===== config.mk =====
export PLATFORM = sky130hd
export DESIGN_NAME = rtp_h264_nal_depacketizer
export DESIGN_NICKNAME = d
export VERILOG_FILES = /design/src/rtl/rthd_pkg.sv /design/src/rtl/rthd_front.sv /design/src/rtl/rthd_queue.sv /design/src/rtl/rthd_back.sv /design/src/rtl/rtp_h264_nal_depacketizer.sv
export SDC_FILE = /design/constraint.sdc
export NUM_CORES = 1
export LEC_CHECK = 0
export ABC_AREA = 1
export ABC_CLOCK_PERIOD_IN_PS = 8500
export BUFFER_PORTS_ARGS = -buffer_cell sky130_fd_sc_hd__buf_2
export CORE_MARGIN = 2
export CORE_UTILIZATION = 62
export DETAILED_ROUTE_END_ITERATION = 12
export MAX_ROUTING_LAYER = met4
export PLACE_DENSITY = 0.83
export SLEW_MARGIN = 20
export SYNTH_ARGS = -nofsm -noshare
export SYNTH_HDL_FRONTEND = slang
export SYNTH_SLANG_ARGS = --single-unit

===== constraint.sdc =====
create_clock -name clk -period 8.5 [get_ports clk]
set_clock_uncertainty 0.05 [all_clocks]
set_input_delay 0.85 -clock clk [delete_from_list [all_inputs] [get_ports clk]]
set_output_delay 0.85 -clock clk [all_outputs]
set_load 0.02 [all_outputs]

===== src/rtl/rthd_pkg.sv =====
// ----------------------------------------------------------------------------
// rthd_pkg
// Shared types and codes for the RTP H.264 depacketizer.
// ----------------------------------------------------------------------------
package rthd_pkg;

  // packet status codes
  localparam logic [2:0] ST_OK          = 3'd0;
  localparam logic [2:0] ST_UNSUPPORTED = 3'd1;
  localparam logic [2:0] ST_OVERFLOW    = 3'd2;
  localparam logic [2:0] ST_ZERO_SIZE   = 3'd3;
  localparam logic [2:0] ST_TRUNCATED   = 3'd4;

  // register indexes
  localparam logic REG_MAX_OUTPUT_LENGTH = 1'b0;

  // one queued job: what a single item expands into
  typedef struct packed {
    logic       start_code;  // emit 00 00 01 first
    logic       data_en;     // emit data byte
    logic [7:0] data;
    logic       eop;         // item closes the packet
    logic [2:0] status;
  } rthd_job_t;

  typedef struct packed {
    logic empty;
    logic full;
  } rthd_qstat_t;

endpackage


===== src/rtl/rthd_front.sv =====
// ----------------------------------------------------------------------------
// rthd_front
// Header parser: classifies each byte; pushes a job on output or packet end.
// ----------------------------------------------------------------------------
module rthd_front (
  input  logic              clk,
  input  logic              rst,
  input  logic              accept,
  input  logic [7:0]        in_byte,
  input  logic              last_byte,
  input  logic [15:0]       max_output_length,
  output logic              push,
  output rthd_pkg::rthd_job_t job
);
  import rthd_pkg::*;

  localparam logic [2:0] PH_HEADER  = 3'd0;
  localparam logic [2:0] PH_FU_HDR  = 3'd1;
  localparam logic [2:0] PH_BODY    = 3'd2;
  localparam logic [2:0] PH_SIZE_HI = 3'd3;
  localparam logic [2:0] PH_SIZE_LO = 3'd4;
  localparam logic [2:0] PH_UNIT    = 3'd5;
  localparam logic [2:0] PH_SKIP    = 3'd6;

  logic [2:0]  phase, phase_next;
  logic [1:0]  nri, nri_next;
  logic [7:0]  size_hi, size_hi_next;
  logic [15:0] unit_left, unit_left_next;
  logic [15:0] emitted, emitted_next;
  logic [2:0]  status, status_next;

  logic        sc, data_en;
  logic [7:0]  data;
  logic [16:0] limit, sum1, sum3, sum4;
  logic        ovf1, ovf3, ovf4;
  logic [15:0] unit_dec;

  function automatic logic [2:0] flag(input logic [2:0] cur, input logic [2:0] code);
    flag = (cur == ST_OK) ? code : cur;
  endfunction

  assign limit    = {1'b0, max_output_length};
  assign sum1     = {1'b0, emitted} + 17'd1;
  assign sum3     = {1'b0, emitted} + 17'd3;
  assign sum4     = {1'b0, emitted} + 17'd4;
  assign ovf1     = sum1 > limit;
  assign ovf3     = sum3 > limit;
  assign ovf4     = sum4 > limit;
  assign unit_dec = unit_left - 16'd1;

  always_comb begin
    phase_next     = phase;
    nri_next       = nri;
    size_hi_next   = size_hi;
    unit_left_next = unit_left;
    emitted_next   = emitted;
    status_next    = status;
    sc             = 1'b0;
    data_en        = 1'b0;
    data           = in_byte;

    unique case (phase)
      PH_HEADER: begin
        nri_next = in_byte[6:5];
        if (in_byte[4:0] == 5'd28) begin
          phase_next = PH_FU_HDR;
        end else if (in_byte[4:0] == 5'd24) begin
          phase_next = PH_SIZE_HI;
        end else if (in_byte[4:0] >= 5'd1 && in_byte[4:0] <= 5'd23) begin
          phase_next = PH_BODY;
          if (ovf3) begin
            status_next = flag(status, ST_OVERFLOW);
            phase_next  = PH_SKIP;
          end else if (ovf4) begin
            sc           = 1'b1;
            emitted_next = sum3[15:0];
            status_next  = flag(status, ST_OVERFLOW);
            phase_next   = PH_SKIP;
          end else begin
            sc           = 1'b1;
            data_en      = 1'b1;
            emitted_next = sum4[15:0];
          end
        end else begin
          status_next = flag(status, ST_UNSUPPORTED);
          phase_next  = PH_SKIP;
        end
      end
      PH_FU_HDR: begin
        phase_next = PH_BODY;
        // rebuilt nal header: nri of the indicator, type of the fu header
        data = {1'b0, nri, in_byte[4:0]};
        if (in_byte[7]) begin
          if (ovf3) begin
            status_next = flag(status, ST_OVERFLOW);
            phase_next  = PH_SKIP;
          end else if (ovf4) begin
            sc           = 1'b1;
            emitted_next = sum3[15:0];
            status_next  = flag(status, ST_OVERFLOW);
            phase_next   = PH_SKIP;
          end else begin
            sc           = 1'b1;
            data_en      = 1'b1;
            emitted_next = sum4[15:0];
          end
        end
      end
      PH_BODY: begin
        if (ovf1) begin
          status_next = flag(status, ST_OVERFLOW);
          phase_next  = PH_SKIP;
        end else begin
          data_en      = 1'b1;
          emitted_next = sum1[15:0];
        end
      end
      PH_SIZE_HI: begin
        size_hi_next = in_byte;
        phase_next   = PH_SIZE_LO;
      end
      PH_SIZE_LO: begin
        unit_left_next = {size_hi, in_byte};
        if ({size_hi, in_byte} == 16'd0) begin
          status_next = flag(status, ST_ZERO_SIZE);
          phase_next  = PH_SKIP;
        end else if (ovf3) begin
          status_next = flag(status, ST_OVERFLOW);
          phase_next  = PH_SKIP;
        end else begin
          sc           = 1'b1;
          emitted_next = sum3[15:0];
          phase_next   = PH_UNIT;
        end
      end
      PH_UNIT: begin
        if (ovf1) begin
          status_next = flag(status, ST_OVERFLOW);
          phase_next  = PH_SKIP;
        end else begin
          data_en        = 1'b1;
          emitted_next   = sum1[15:0];
          unit_left_next = unit_dec;
          if (unit_dec == 16'd0) begin
            phase_next = PH_SIZE_HI;
          end
        end
      end
      default: begin
      end
    endcase

    if (last_byte) begin
      if (phase_next == PH_UNIT && unit_left_next != 16'd0) begin
        status_next = flag(status_next, ST_TRUNCATED);
      end
      if (phase_next == PH_FU_HDR) begin
        status_next = flag(status_next, ST_TRUNCATED);
      end
    end
  end

  assign push           = accept && (sc || data_en || last_byte);
  assign job.start_code = sc;
  assign job.data_en    = data_en;
  assign job.data       = data;
  assign job.eop        = last_byte;
  assign job.status     = status_next;

  always_ff @(posedge clk) begin
    if (rst) begin
      phase     <= PH_HEADER;
      nri       <= 2'd0;
      size_hi   <= 8'd0;
      unit_left <= 16'd0;
      emitted   <= 16'd0;
      status    <= ST_OK;
    end else if (accept) begin
      if (last_byte) begin
        phase     <= PH_HEADER;
        nri       <= 2'd0;
        size_hi   <= 8'd0;
        unit_left <= 16'd0;
        emitted   <= 16'd0;
        status    <= ST_OK;
      end else begin
        phase     <= phase_next;
        nri       <= nri_next;
        size_hi   <= size_hi_next;
        unit_left <= unit_left_next;
        emitted   <= emitted_next;
        status    <= status_next;
      end
    end
  end

endmodule


===== src/rtl/rthd_queue.sv =====
// ----------------------------------------------------------------------------
// rthd_queue
// Small job queue between the parser and the result sequencer.
// ----------------------------------------------------------------------------
module rthd_queue #(
  parameter int DEPTH = 4
) (
  input  logic                clk,
  input  logic                rst,
  input  logic                push,
  input  rthd_pkg::rthd_job_t push_job,
  input  logic                pop,
  output rthd_pkg::rthd_job_t head_job,
  output rthd_pkg::rthd_qstat_t qstat
);
  import rthd_pkg::*;

  localparam int AW = $clog2(DEPTH);
  localparam int CW = $clog2(DEPTH + 1);

  rthd_job_t       mem [DEPTH];
  logic [AW-1:0]   wr_ptr, rd_ptr;
  logic [CW-1:0]   count;

  function automatic logic [AW-1:0] ptr_inc(input logic [AW-1:0] p);
    ptr_inc = (p == AW'(DEPTH - 1)) ? '0 : p + 1'b1;
  endfunction

  assign head_job    = mem[rd_ptr];
  assign qstat.empty = (count == '0);
  assign qstat.full  = (count == CW'(DEPTH));

  always_ff @(posedge clk) begin
    if (push) begin
      mem[wr_ptr] <= push_job;
    end
  end

  always_ff @(posedge clk) begin
    if (rst) begin
      wr_ptr <= '0;
      rd_ptr <= '0;
      count  <= '0;
    end else begin
      if (push) begin
        wr_ptr <= ptr_inc(wr_ptr);
      end
      if (pop) begin
        rd_ptr <= ptr_inc(rd_ptr);
      end
      if (push && !pop) begin
        count <= count + 1'b1;
      end else if (pop && !push) begin
        count <= count - 1'b1;
      end
    end
  end

endmodule


===== src/rtl/rthd_back.sv =====
// ----------------------------------------------------------------------------
// rthd_back
// Result sequencer: expands jobs into results, one per cycle unless stalled.
// ----------------------------------------------------------------------------
module rthd_back (
  input  logic                 clk,
  input  logic                 rst,
  input  rthd_pkg::rthd_job_t  head_job,
  input  rthd_pkg::rthd_qstat_t qstat,
  output logic                 pop,
  input  logic                 res_stall,
  output logic                 res_valid,
  output logic [7:0]           out_byte,
  output logic                 byte_valid,
  output logic                 end_of_packet,
  output logic [2:0]           packet_status
);
  import rthd_pkg::*;

  logic [1:0] idx;
  logic [1:0] last_idx;
  logic       load;
  logic       is_last;
  logic [7:0] r_byte;
  logic       r_bvalid;

  // start code is three results, data byte one more, bare marker one
  always_comb begin
    priority if (head_job.start_code && head_job.data_en) last_idx = 2'd3;
    else if (head_job.start_code)                         last_idx = 2'd2;
    else                                                  last_idx = 2'd0;
  end

  always_comb begin
    if (head_job.start_code && idx != 2'd3) begin
      r_byte   = (idx == 2'd2) ? 8'h01 : 8'h00;
      r_bvalid = 1'b1;
    end else if (head_job.data_en) begin
      r_byte   = head_job.data;
      r_bvalid = 1'b1;
    end else begin
      r_byte   = 8'h00;
      r_bvalid = 1'b0;
    end
  end

  assign load    = !res_valid || !res_stall;
  assign is_last = (idx == last_idx);
  assign pop     = load && !qstat.empty && is_last;

  always_ff @(posedge clk) begin
    if (rst) begin
      res_valid <= 1'b0;
      idx       <= 2'd0;
    end else if (load) begin
      res_valid <= !qstat.empty;
      if (!qstat.empty) begin
        idx <= is_last ? 2'd0 : idx + 2'd1;
      end
    end
  end

  always_ff @(posedge clk) begin
    if (load && !qstat.empty) begin
      out_byte      <= r_byte;
      byte_valid    <= r_bvalid;
      end_of_packet <= head_job.eop && is_last;
      packet_status <= head_job.status;
    end
  end

endmodule


===== src/rtl/rtp_h264_nal_depacketizer.sv =====
// ----------------------------------------------------------------------------
// rtp_h264_nal_depacketizer
// RTP H.264 payload to Annex-B byte stream converter.
// ----------------------------------------------------------------------------
// A payload byte is taken every cycle while the job queue has room. Each byte
// becomes zero to four stream results (a start code adds three), and the
// result side sends one result per cycle while res_stall is low, so the
// sequencer sets the rate; an item that opens a unit with its header byte
// gives four results. The parser runs ahead of the sequencer by up to
// QUEUE_DEPTH jobs, and item_stall rises only when that queue is full.
module rtp_h264_nal_depacketizer #(
  parameter int QUEUE_DEPTH = 4
) (
  input  logic        clk,
  input  logic        rst,
  // payload side
  input  logic        item_valid,
  output logic        item_stall,
  input  logic [7:0]  in_byte,
  input  logic        last_byte,
  // stream side
  output logic        res_valid,
  input  logic        res_stall,
  output logic [7:0]  out_byte,
  output logic        byte_valid,
  output logic        end_of_packet,
  output logic [2:0]  packet_status,
  // register port
  input  logic        psel,
  input  logic        penable,
  input  logic        pwrite,
  input  logic [2:0]  paddr,
  input  logic [31:0] pwdata,
  output logic [31:0] prdata,
  output logic        pready
);
  import rthd_pkg::*;

  logic        accept;
  logic        push;
  logic        pop;
  rthd_job_t   push_job;
  rthd_job_t   head_job;
  rthd_qstat_t qstat;
  logic [15:0] max_output_length;

  assign pready = 1'b1;

  always_ff @(posedge clk) begin
    if (rst) begin
      max_output_length <= 16'hFFFF;
    end else if (psel && penable && pwrite && pready
                 && paddr[2] == REG_MAX_OUTPUT_LENGTH) begin
      max_output_length <= pwdata[15:0];
    end
  end

  assign prdata = (paddr[2] == REG_MAX_OUTPUT_LENGTH) ? {16'd0, max_output_length} : 32'd0;

  assign item_stall = qstat.full;
  assign accept     = item_valid && !item_stall;

  rthd_front u_front (
    .clk               (clk),
    .rst               (rst),
    .accept            (accept),
    .in_byte           (in_byte),
    .last_byte         (last_byte),
    .max_output_length (max_output_length),
    .push              (push),
    .job               (push_job)
  );

  rthd_queue #(
    .DEPTH (QUEUE_DEPTH)
  ) u_queue (
    .clk      (clk),
    .rst      (rst),
    .push     (push),
    .push_job (push_job),
    .pop      (pop),
    .head_job (head_job),
    .qstat    (qstat)
  );

  rthd_back u_back (
    .clk           (clk),
    .rst           (rst),
    .head_job      (head_job),
    .qstat         (qstat),
    .pop           (pop),
    .res_stall     (res_stall),
    .res_valid     (res_valid),
    .out_byte      (out_byte),
    .byte_valid    (byte_valid),
    .end_of_packet (end_of_packet),
    .packet_status (packet_status)
  );

  // a bare marker only ever closes a packet
  a_marker_eop: assert property (@(posedge clk) disable iff (rst)
    res_valid && !byte_valid |-> end_of_packet)
    else $error("bare marker without end of packet");

  a_marker_zero: assert property (@(posedge clk) disable iff (rst)
    res_valid && !byte_valid |-> out_byte == 8'h00)
    else $error("bare marker carries a nonzero byte");

  a_status_range: assert property (@(posedge clk) disable iff (rst)
    res_valid |-> packet_status <= ST_TRUNCATED)
    else $error("packet status out of range");

  a_no_pop_empty: assert property (@(posedge clk) disable iff (rst)
    pop |-> !qstat.empty)
    else $error("job queue popped while empty");

endmodule

== Word level (Yosys, flattened, before mapping) ==
Memory sizes are Yosys's and may differ from the RTL's. A register that Yosys moved wholly into a read port is not among the register bits.
Index checks and enable logic that the tools add are counted.

* Flip-flop bits (word level): 87
* Bits in writable memories: 56
* Input bits: 51
* Output and inout bits: 48
* Word-level logic and storage cells: 178
* Memories kept: 1

* Add/subtract/negate cells: 9
* Order comparisons: 5
* Equality and inequality tests: 22
* Muxes and demuxes: 83
* Bitwise operators: 2
* Reductions and logical operators: 40

{| class="wikitable"
|+ Memory list
! name !! words !! bits a word !! rd ports !! clocked after Yosys merged registers in !! wr ports !! line !! RTL
|-
| u_queue.mem || 4 || 14 || 1 || 1 || 1 || rthd_queue.sv:21 || <nowiki>rthd_job_t mem [DEPTH];</nowiki>
|}

{| class="wikitable"
|+ Operator list
! cell !! number
|-
| $mux 16 || 13
|-
| $mux 3 || 32
|-
| $pmux 16 s4 || 1
|-
| $gt 17x16->1 || 3
|-
| $mux 8 || 5
|-
| $logic_not 16->1 || 2
|-
| $pmux 16 s2 || 1
|-
| $mux 2 || 10
|-
| $ne 3x3->1 const B || 6
|-
| $pmux 3 s6 || 1
|-
| $add 16x1->17 const B || 1
|-
| $add 16x2->17 const B || 1
|-
| $add 16x3->17 const B || 1
|-
| $mux 1 || 17
|-
| $reduce_bool 16->1 || 1
|-
| $sub 16x1->16 const B || 1
|-
| $logic_not 3->1 || 5
|-
| $logic_and 1x1->1 || 14
|-
| $eq 3x3->1 const B || 4
|-
| $pmux 3 s4 || 1
|-
| $eq 5x5->1 const B || 2
|-
| $reduce_and 9->1 || 1
|-
| $add 2x1->2 const B || 3
|-
| $eq 2x2->1 const B || 3
|-
| 17 further kinds || 32
|}

== Logic depth before layout (Yosys ltp) ==
Gate-level depths: netlist of the first run.

* Depth after elaboration: 17
* Mapped depth: 30
* Mapped depth without buffers: 28

== Modules after synthesis ==
A second synthesis of the first run with hierarchy kept.

* Cell total of the unflattened synthesis: 1408
* Area total of the unflattened synthesis: 10052.1 um2

{| class="wikitable"
|+ By module, submodules not included
! module !! instances !! cells each !! area each (um2) !! seq. area each (um2)
|-
| rthd_front || 1 || 1017 || 5909.4 || 960.9
|-
| rthd_queue || 1 || 194 || 2549.9 || 1861.8
|-
| rtp_h264_nal_depacketizer || 1 || 129 || 893.4 || 320.3
|-
| rthd_back || 1 || 68 || 699.4 || 450.4
|}

== Least setup slack after synthesis of the first run ==
No wires, ideal clock.

* Kind: register -> register
* Start point: register u_front.emitted[3]
* End point: register u_queue.count[2]
* Library setup time: 0.122 ns
* Arrival time: 3.847 ns
* Required time: 8.328 ns
* Setup slack: 4.481 ns
* Stages on the path, launching flop included: 28
* Path buffers: 1
* Clock period less this slack: 4.019 ns
* Path through: dfxtp_1 ha_1 nand3_1 nor2_2 nand2_1 xor2_1 nand2_1 o21ai_0 ha_1 nand2_1 inv_1 nand2_1 or2_0 nor2_1 nand2_2 nand2_4 inv_1 nand3_1 nand2_2 inv_2 buf_6 ha_1 inv_1 fa_1 a21oi_1 o21ai_0 o21ai_0 a21oi_1

* Longest elaborated chain between the ends: 14
* Elaborated cells on any way between the ends: 29
* Those cells by class: add/sub: 3; order compare: 3; mux: 16; reduce/logical: 7

{| class="wikitable"
|+ Ends and longest elaborated chain
! item !! line !! RTL
|-
| start, declared || rthd_front.sv:29 || <nowiki>logic [15:0] emitted, emitted_next;</nowiki>
|-
| start signal, assigned || rthd_front.sv:191 || <nowiki>emitted <= emitted_next;</nowiki>
|-
| $add 16x3->17 || rthd_front.sv:45 || <nowiki>assign sum4 = {1'b0, emitted} + 17'd4;</nowiki>
|-
| $gt 17x16->1 || rthd_front.sv:48 || <nowiki>assign ovf4 = sum4 > limit;</nowiki>
|-
| $mux 1 || rthd_front.sv:74, rthd_front.sv:97 ||
|-
| $mux 1 || rthd_front.sv:71 || <nowiki>if (ovf3) begin</nowiki>
|-
| $mux 1 || rthd_front.sv:69 || <nowiki>end else if (in_byte[4:0] >= 5'd1 && in_byte[4:0] <= 5'd23) begin</nowiki>
|-
| $mux 1 || rthd_front.sv:67 || <nowiki>end else if (in_byte[4:0] == 5'd24) begin</nowiki>
|-
| $mux 1 || rthd_front.sv:65 || <nowiki>if (in_byte[4:0] == 5'd28) begin</nowiki>
|-
| $pmux 1 s3 || rthd_front.sv:62 || <nowiki>unique case (phase)</nowiki>
|-
| $logic_or 1x1->1 (*) (2 in a row) || rthd_front.sv:163 || <nowiki>assign push = accept && (sc || data_en || last_byte);</nowiki>
|-
| $logic_and 1x1->1 (*) || rthd_front.sv:163 ||
|-
| via push || rtp_h264_nal_depacketizer.sv:40 || <nowiki>logic push;</nowiki>
|-
| $logic_not 1->1 || rthd_queue.sv:53 || <nowiki>end else if (pop && !push) begin</nowiki>
|-
| $logic_and 1x1->1 || rthd_queue.sv:53 ||
|-
| $reduce_bool 2->1 (no source line) || n/a ||
|-
| end signal, assigned || rthd_queue.sv:52 || <nowiki>count <= count + 1'b1;</nowiki>
|-
| end signal, assigned || rthd_queue.sv:54 || <nowiki>count <= count - 1'b1;</nowiki>
|-
| end, declared || rthd_queue.sv:23 || <nowiki>logic [CW-1:0] count;</nowiki>
|}

The timed path passes the listed nets; every way through them passes the cells marked *.
A chain may end at the register's enable or synchronous reset.

== Final worst setup path of the first run ==
* Start point: register u_front.emitted[2]
* End point: register u_queue.count[2]

* Longest elaborated chain between the ends: 14
* Elaborated cells on any way between the ends: 29
* Those cells by class: add/sub: 3; order compare: 3; mux: 16; reduce/logical: 7

{| class="wikitable"
|+ Ends and longest elaborated chain
! item !! line
|-
| $add 16x3->17 || rthd_front.sv:45
|-
| $gt 17x16->1 || rthd_front.sv:48
|-
| $mux 1 || rthd_front.sv:74, rthd_front.sv:97
|-
| $mux 1 || rthd_front.sv:71
|-
| $mux 1 || rthd_front.sv:69
|-
| $mux 1 || rthd_front.sv:67
|-
| $mux 1 || rthd_front.sv:65
|-
| $pmux 1 s3 || rthd_front.sv:62
|-
| $logic_or 1x1->1 (*) (2 in a row) || rthd_front.sv:163
|-
| $logic_and 1x1->1 (*) || rthd_front.sv:163
|-
| $logic_not 1->1 || rthd_queue.sv:53
|-
| $logic_and 1x1->1 || rthd_queue.sv:53
|-
| $reduce_bool 2->1 (no source line) || n/a
|}

Every way passes the cells marked *; elsewhere a longest branch is shown, timed or not.

==> flow_summary.json, run 1 <==
{
  "port_buffers": 63,
  "regToRegSetupSlack_ps": 2750,
  "min_path_cells": 2,
  "globalplace.congestion": 0.978,
  "n_antenna_cell": 0,
  "cellLeakagePower_nw": 4.86,
  "synth_compound_area_share_pct": 13.1,
  "final_util_pct": 69.2,
  "clk_path_buf_depth": 2,
  "rr_startpoint": "u_front.emitted[2]",
  "crit_fanout": 20,
  "htree_levels": 4,
  "cts.reportedPaths.clkPinSlew_ps": 70,
  "cp-end-kind": "flop",
  "rsz0062_at_grt": "false",
  "final_nets": 1472,
  "drt_wl_total_um": 23600,
  "via_per_inst": 5.66,
  "ys.flop_type": "dfxtp_1",
  "die_area_mm2": 0.0165,
  "wl_per_cell_um": 15.1,
  "ys_seq_elements": 145,
  "r2r-end": "u_queue.count[2]",
  "crit_path_max_incr_delay_ps": 490,
  "yosysUniqueCellTypes": 51,
  "vdd_drop_max_v": 0.000158,
  "start_util_pct": 63.3,
  "post-route-min-period_ps": 5750,
  "io_pins": 99,
  "crit_slowest_cell": "dfxtp_1",
  "wl_met3_um": 1840,
  "drtPass1Iterations": 5,
  "relSlewSlack_pct": 34.3,
  "cp_top_family": "simple AND/OR/NAND/NOR gates",
  "post-route-period-util_pct": 67.7,
  "regArea_mm2": 0.00359,
  "finalSetupViolations": 0,
  "num_vias": 8843,
  "cp_common_cell": "nand2_1",
  "status": "finished, final reports clean",
  "drc_errors": 0,
  "hold_buffers": 0,
  "core_mm2": 0.0152,
  "tightest_slew_ps": 983,
  "synth_xor_area_share_pct": 3.91,
  "root_buffer": "clkbuf_16",
  "gr-total-overflow": 0,
  "drt-initial-drc-count": 875,
  "async_flop_share_pct": 0,
  "clk_latency_ps": 430,
  "powerDensity_mw_per_mm2": 216,
  "die_x_um": 129,
  "fin_ws_ps": 2750,
  "worst-setup-path-type": "reg -> reg",
  "drv_slew": 0,
  "dp_hpwl_um": 16400,
  "ys_warn_count": 0,
  "muxShareOfSynthArea_pct": 0,
  "final_cell_mix": "307 x nand2_1, 167 x nor2_1, 148 x inv_1",
  "crit_arrival_ps": 6010,
  "tritoncts": "done",
  "n_fill_cell": 1257,
  "cts_made_buffers": 17,
  "synth_simple_gate_area_share_pct": 27.6,
  "worst-path-buf-inv": 4,
  "cts.repair.resized": 0,
  "avgSynthCellArea_um2": 7.30,
  "antenna_found_initial": 0,
  "grt_start_max_net_pins": 40,
  "whs_endpoint": "u_front.nri[0]",
  "yosysSeqAreaShare_pct": 37.3,
  "critPathRequiredTime_ps": 8760,
  "synth_top_family_by_area": "simple AND/OR/NAND/NOR gates",
  "max_freq_mhz": 174,
  "antenna_left": 0,
  "grt_pass1_wl_um": 38000,
  "met2_length_um": 10900,
  "synth_adder_area_share_pct": 8.01,
  "cts_setup_buffers": 0,
  "synth_enable_flop_cells": 69,
  "hold_start": "u_front.nri[0]",
  "finalSetupTns_ps": 0,
  "worstRegToRegCells": 26,
  "rows": 45,
  "multi_input_comb_area_mm2": 0.00514,
  "power.total_w": 0.00227,
  "grt_pass1_vias": 8034,
  "grt_usage_pct": 29.7,
  "met1_length_um": 10100,
  "synth_area_mm2": 0.00963,
  "critPathLaunchType": "flop",
  "post-place-ws_ps": 2950,
  "maxCapViolations": 0,
  "final-hold-violation-count": 0,
  "die_y_um": 129,
  "layout_commonest_cell": "nand2_1",
  "top_layer_used": "met4",
  "hp-class": "reg -> reg",
  "area_growth_pct": 9.32,
  "drive_above_1_share_pct": 11.0,
  "clock_sinks": 145,
  "synth_cells": 1318
}
[power breakdown]
group,leakage [nW],internal (W),switching (W)
Sequential,1.27,0.000853,0.0000577
Clock,0.293,0.000418,0.000335
Combinational,3.30,0.000189,0.000421
[worst max path at each step]
stage	start	to	slack, ps	cells past startpoint
final	u_front.emitted[2]	u_queue.count[2]	2750	26
after global routing	u_front.emitted[2]	u_queue.count[2]	2370	23
after CTS	u_front.emitted[2]	u_queue.count[2]	2900	26
after detailed placement	u_front.emitted[2]	u_queue.count[2]	2950	26
after global placement	u_front.emitted[3]	u_queue.count[2]	3060	26
after floorplan	u_front.emitted[3]	u_queue.count[2]	4480	27
[layer usage]
layer	track usage (%)	vias to the layer above
met5	-	-
met4	12.9	0
met3	3.91	72
met2	47.6	389
met1	38.1	4012
li1	-	4370
[state kept, by name (all words and copies together) (netlist names), 8 cells and up, named ones only]
register           flops
u_back.out_byte        8
u_front.unit_left     16
u_queue.mem           56
u_front.size_hi        8
u_front.emitted       16
max_output_length     16
[stage by stage]
stage,cell area [um^2],hold WS (ps),std cells
finish,10500,417,1561
detailed placement,9930,405,1529
floorplan,9680,395,1333
global placement,9930,402,1529
CTS,10500,416,1561
global route,10500,447,1561
[cells in the mapped netlist, types with 2 or more instances]
| master | number | share of area [%] |
|---|---|---|
| buf_8 | 2 | 0.31 |
| clkbuf_1 | 30 | 1.2 |
| o21ai_1 | 6 | 0.31 |
| o22ai_1 | 11 | 0.71 |
| conb_1 | 2 | 0.078 |
| o21a_1 | 2 | 0.16 |
| nand3_2 | 6 | 0.62 |
| xor2_1 | 38 | 3.5 |
| nor4_1 | 5 | 0.32 |
| nand3b_1 | 3 | 0.23 |
| o21ai_0 | 81 | 4.2 |
| clkinv_1 | 3 | 0.12 |
| nor2_2 | 5 | 0.32 |
| nand2_4 | 4 | 0.47 |
| nor3_1 | 13 | 0.68 |
| xnor2_1 | 5 | 0.45 |
| edfxtp_1 | 69 | 22 |
| a31oi_1 | 7 | 0.45 |
| inv_2 | 2 | 0.078 |
| nand2_2 | 16 | 1.0 |
| inv_1 | 149 | 5.8 |
| buf_6 | 2 | 0.23 |
| a211oi_1 | 4 | 0.31 |
| nor2_4 | 2 | 0.23 |
| nand2_1 | 307 | 12 |
| or2_2 | 4 | 0.26 |
| nand4_1 | 11 | 0.71 |
| buf_4 | 23 | 1.8 |
| o211ai_1 | 19 | 1.5 |
| buf_2 | 6 | 0.31 |
| ha_1 | 60 | 7.8 |
| nor2_1 | 169 | 6.6 |
| a21oi_1 | 88 | 4.6 |
| nand3_1 | 72 | 3.7 |
| dfxtp_1 | 76 | 16 |
[cells by family after synthesis]
group	after synthesis
compound gates	227
simple gates	622
buf+inv	218
fa+ha+maj	61
flops	145
xor+xnor	43
other cells	2
[worst register-to-register path: cells and delay by family (launching register included)]
family	cells	cell delay, ps
AOI/OAI and AO/OA	5	610
xor gates and xnor gates	1	190
adders and majority gates	4	1230
buffers and inverters	4	720
DFF	1	490
and+or+nand+nor	12	2350
[layout make-up]
cell class / instances / share of cell area, %
Clock inverter: 15 / 1.60
Clock buffer: 17 / 4.04
Multi-Input combinational cell: 970 / 48.8
Timing Repair Buffer: 72 / 3.64
Sequential cell: 145 / 34.1
Tap cell: 188 / 2.23
Inverter: 154 / 5.49
(Power assumes the default switching activity.)
==> run 2, diff against run 1 <==
- ABC_CLOCK_PERIOD_IN_PS: 8500 -> 5600
- CORE_UTILIZATION: 62 -> 60
- PLACE_DENSITY: 0.83 -> 0.81
- clock period: 8.5 -> 5.6 ns (I/O delays scaled with it)
==> run 2 against run 1 <==
  * Power grew 49%
  * Worst setup slack got worse by 2200 ps
  * Sequential cell count unchanged
  * Via count grew 0.14%
  * Non-clock buffer count is 6 higher
  * Fmax up 13%
  * Die area rose by 3.2%
  * Design area up 0.33%
  * Final cell count is 2.2% higher
  * Combinational power is 56% higher
  * Utilization shrank 2.3 points
  * Sequential share of layout area down 0.11 points
  * Critical endpoint unchanged
  * Largest power group unchanged
==> flow_summary.json, run 2 (synthesis results as in run 1) <==
{
  "drive_above_1_share_pct": 11.2,
  "drv_slew": 0,
  "multi_input_comb_area_mm2": 0.00514,
  "crit_path_max_incr_delay_ps": 480,
  "drc_errors": 0,
  "cp_common_cell": "nand2_1",
  "root_buffer": "clkbuf_16",
  "wl_per_cell_um": 15.3,
  "grt_pass1_wl_um": 38800,
  "cellLeakagePower_nw": 4.86,
  "crit_slowest_cell": "dfxtp_1",
  "worst-setup-path-type": "reg -> reg",
  "antenna_left": 0,
  "globalplace.congestion": 1.04,
  "post-route-period-util_pct": 90.8,
  "finalSetupTns_ps": 0,
  "drtPass1Iterations": 6,
  "finalSetupViolations": 0,
  "grt_pass1_vias": 7999,
  "status": "finished, final reports clean",
  "die_area_mm2": 0.0171,
  "hold_buffers": 0,
  "cts_setup_buffers": 0,
  "n_antenna_cell": 0,
  "port_buffers": 63,
  "critPathRequiredTime_ps": 5870,
  "num_vias": 8855,
  "cp-end-kind": "flop",
  "die_x_um": 131,
  "clock_sinks": 145,
  "via_per_inst": 5.55,
  "gr-total-overflow": 0,
  "grt_start_max_net_pins": 37,
  "critPathLaunchType": "flop",
  "rsz0062_at_grt": "false",
  "worst-path-buf-inv": 4,
  "post-route-min-period_ps": 5090,
  "cts_made_buffers": 17,
  "die_y_um": 131,
  "clk_path_buf_depth": 2,
  "min_path_cells": 3,
  "final_area_mm2": 0.0106,
  "postPlaceCellArea_mm2": 0.0100,
  "area_growth_pct": 9.68,
  "powerDensity_mw_per_mm2": 321,
  "grt_usage_pct": 30.0,
  "rows": 46,
  "n_fill_cell": 1382,
  "final_nets": 1478,
  "start_util_pct": 61.1,
  "cts.repair.resized": 0,
  "layout_commonest_cell": "nand2_1",
  "tightest_slew_ps": 1030,
  "core_mm2": 0.0158,
  "io_pins": 99,
  "crit_arrival_ps": 5360,
  "final-hold-violation-count": 0,
  "drt_wl_total_um": 24400,
  "tritoncts": "done",
  "worstRegToRegCells": 26,
  "crit_cells": 26,
  "cp_top_family": "simple AND/OR/NAND/NOR gates",
  "regMostFlops": "u_queue.mem",
  "dp_hpwl_um": 17400,
  "largest_reg_flops": 56,
  "fin_ws_ps": 514,
  "vdd_drop_max_v": 0.000237,
  "antenna_found_initial": 0,
  "htree_levels": 4,
  "cts.reportedPaths.clkPinSlew_ps": 70,
  "clk_latency_ps": 430,
  "maxCapViolations": 0,
  "crit_fanout": 20,
  "max_freq_mhz": 197,
  "post-place-ws_ps": 709,
  "hp-class": "in -> reg",
  "regArea_mm2": 0.00359,
  "drt-initial-drc-count": 907,
  "relSlewSlack_pct": 31.1,
  "final_cell_mix": "307 x nand2_1, 168 x nor2_1, 149 x inv_1",
  "power.total_w": 0.00339
}
## run 2: cell types whose count changed in the layout (fill, tap and decap cells not counted), sizes merged
cell      before  now
inv          160  157
buf           72   78
clkinvlp       0    2
bufinv         1    0
clkinv         8   10
## run 2: worst paths after layout
path | start | to | slack [ps]
hold / removal | pwdata[6] | max_output_length[6] | 290
setup / recovery | u_front.emitted[3] | u_queue.count[2] | 510
hold reg to reg | u_front.nri[0] | u_front.nri[0] | 420
setup reg to reg | u_front.emitted[3] | u_queue.count[2] | 510
## run 2: stage by stage
stage	hold WS (ps)	util [%]	std cells
floorplan	395	-	1333
global placement	402	63.4	1563
detailed placement	406	63.4	1563
CTS	284	66.9	1595
global route	303	67.0	1595
finish	289	67.0	1595
## run 2: area by class of cell
type                       instances  area share, %
inverter                         154           5.47
clock inverter                    15           1.20
clock buffer                      17           4.03
sequential                       145           34.0
tap                              216           2.56
timing repair buffer              78           4.05
multi-input combinational        970           48.7
## run 2: worst min-delay path: cells and delay by family
family | cells | cell delay, ps
buf+inv | 1 | 70
compound gates | 1 | 60
simple gates | 1 | 40
## run 2: per-layer routing
| layer | up-vias | routed length, um | GRT usage, % |
|---|---|---|---|
| li1 | 4388 | - | - |
| met1 | 4043 | 10300 | 37.6 |
| met2 | 352 | 11600 | 48.6 |
| met3 | 72 | 1780 | 5.01 |
| met4 | 0 | 739 | 12.4 |
| met5 | - | 0 | - |
## run 2: where the power goes
| group | switching [W] | internal (W) | leakage [nW] | total (W) |
|---|---|---|---|---|
| logic | 0.000657 | 0.000296 | 3.33 | 0.000953 |
| registers | 0.0000772 | 0.00130 | 1.27 | 0.00137 |
| clock network | 0.000491 | 0.000577 | 0.267 | 0.00107 |
| total | 0.00122 | 0.00217 | 4.86 | 0.00339 |
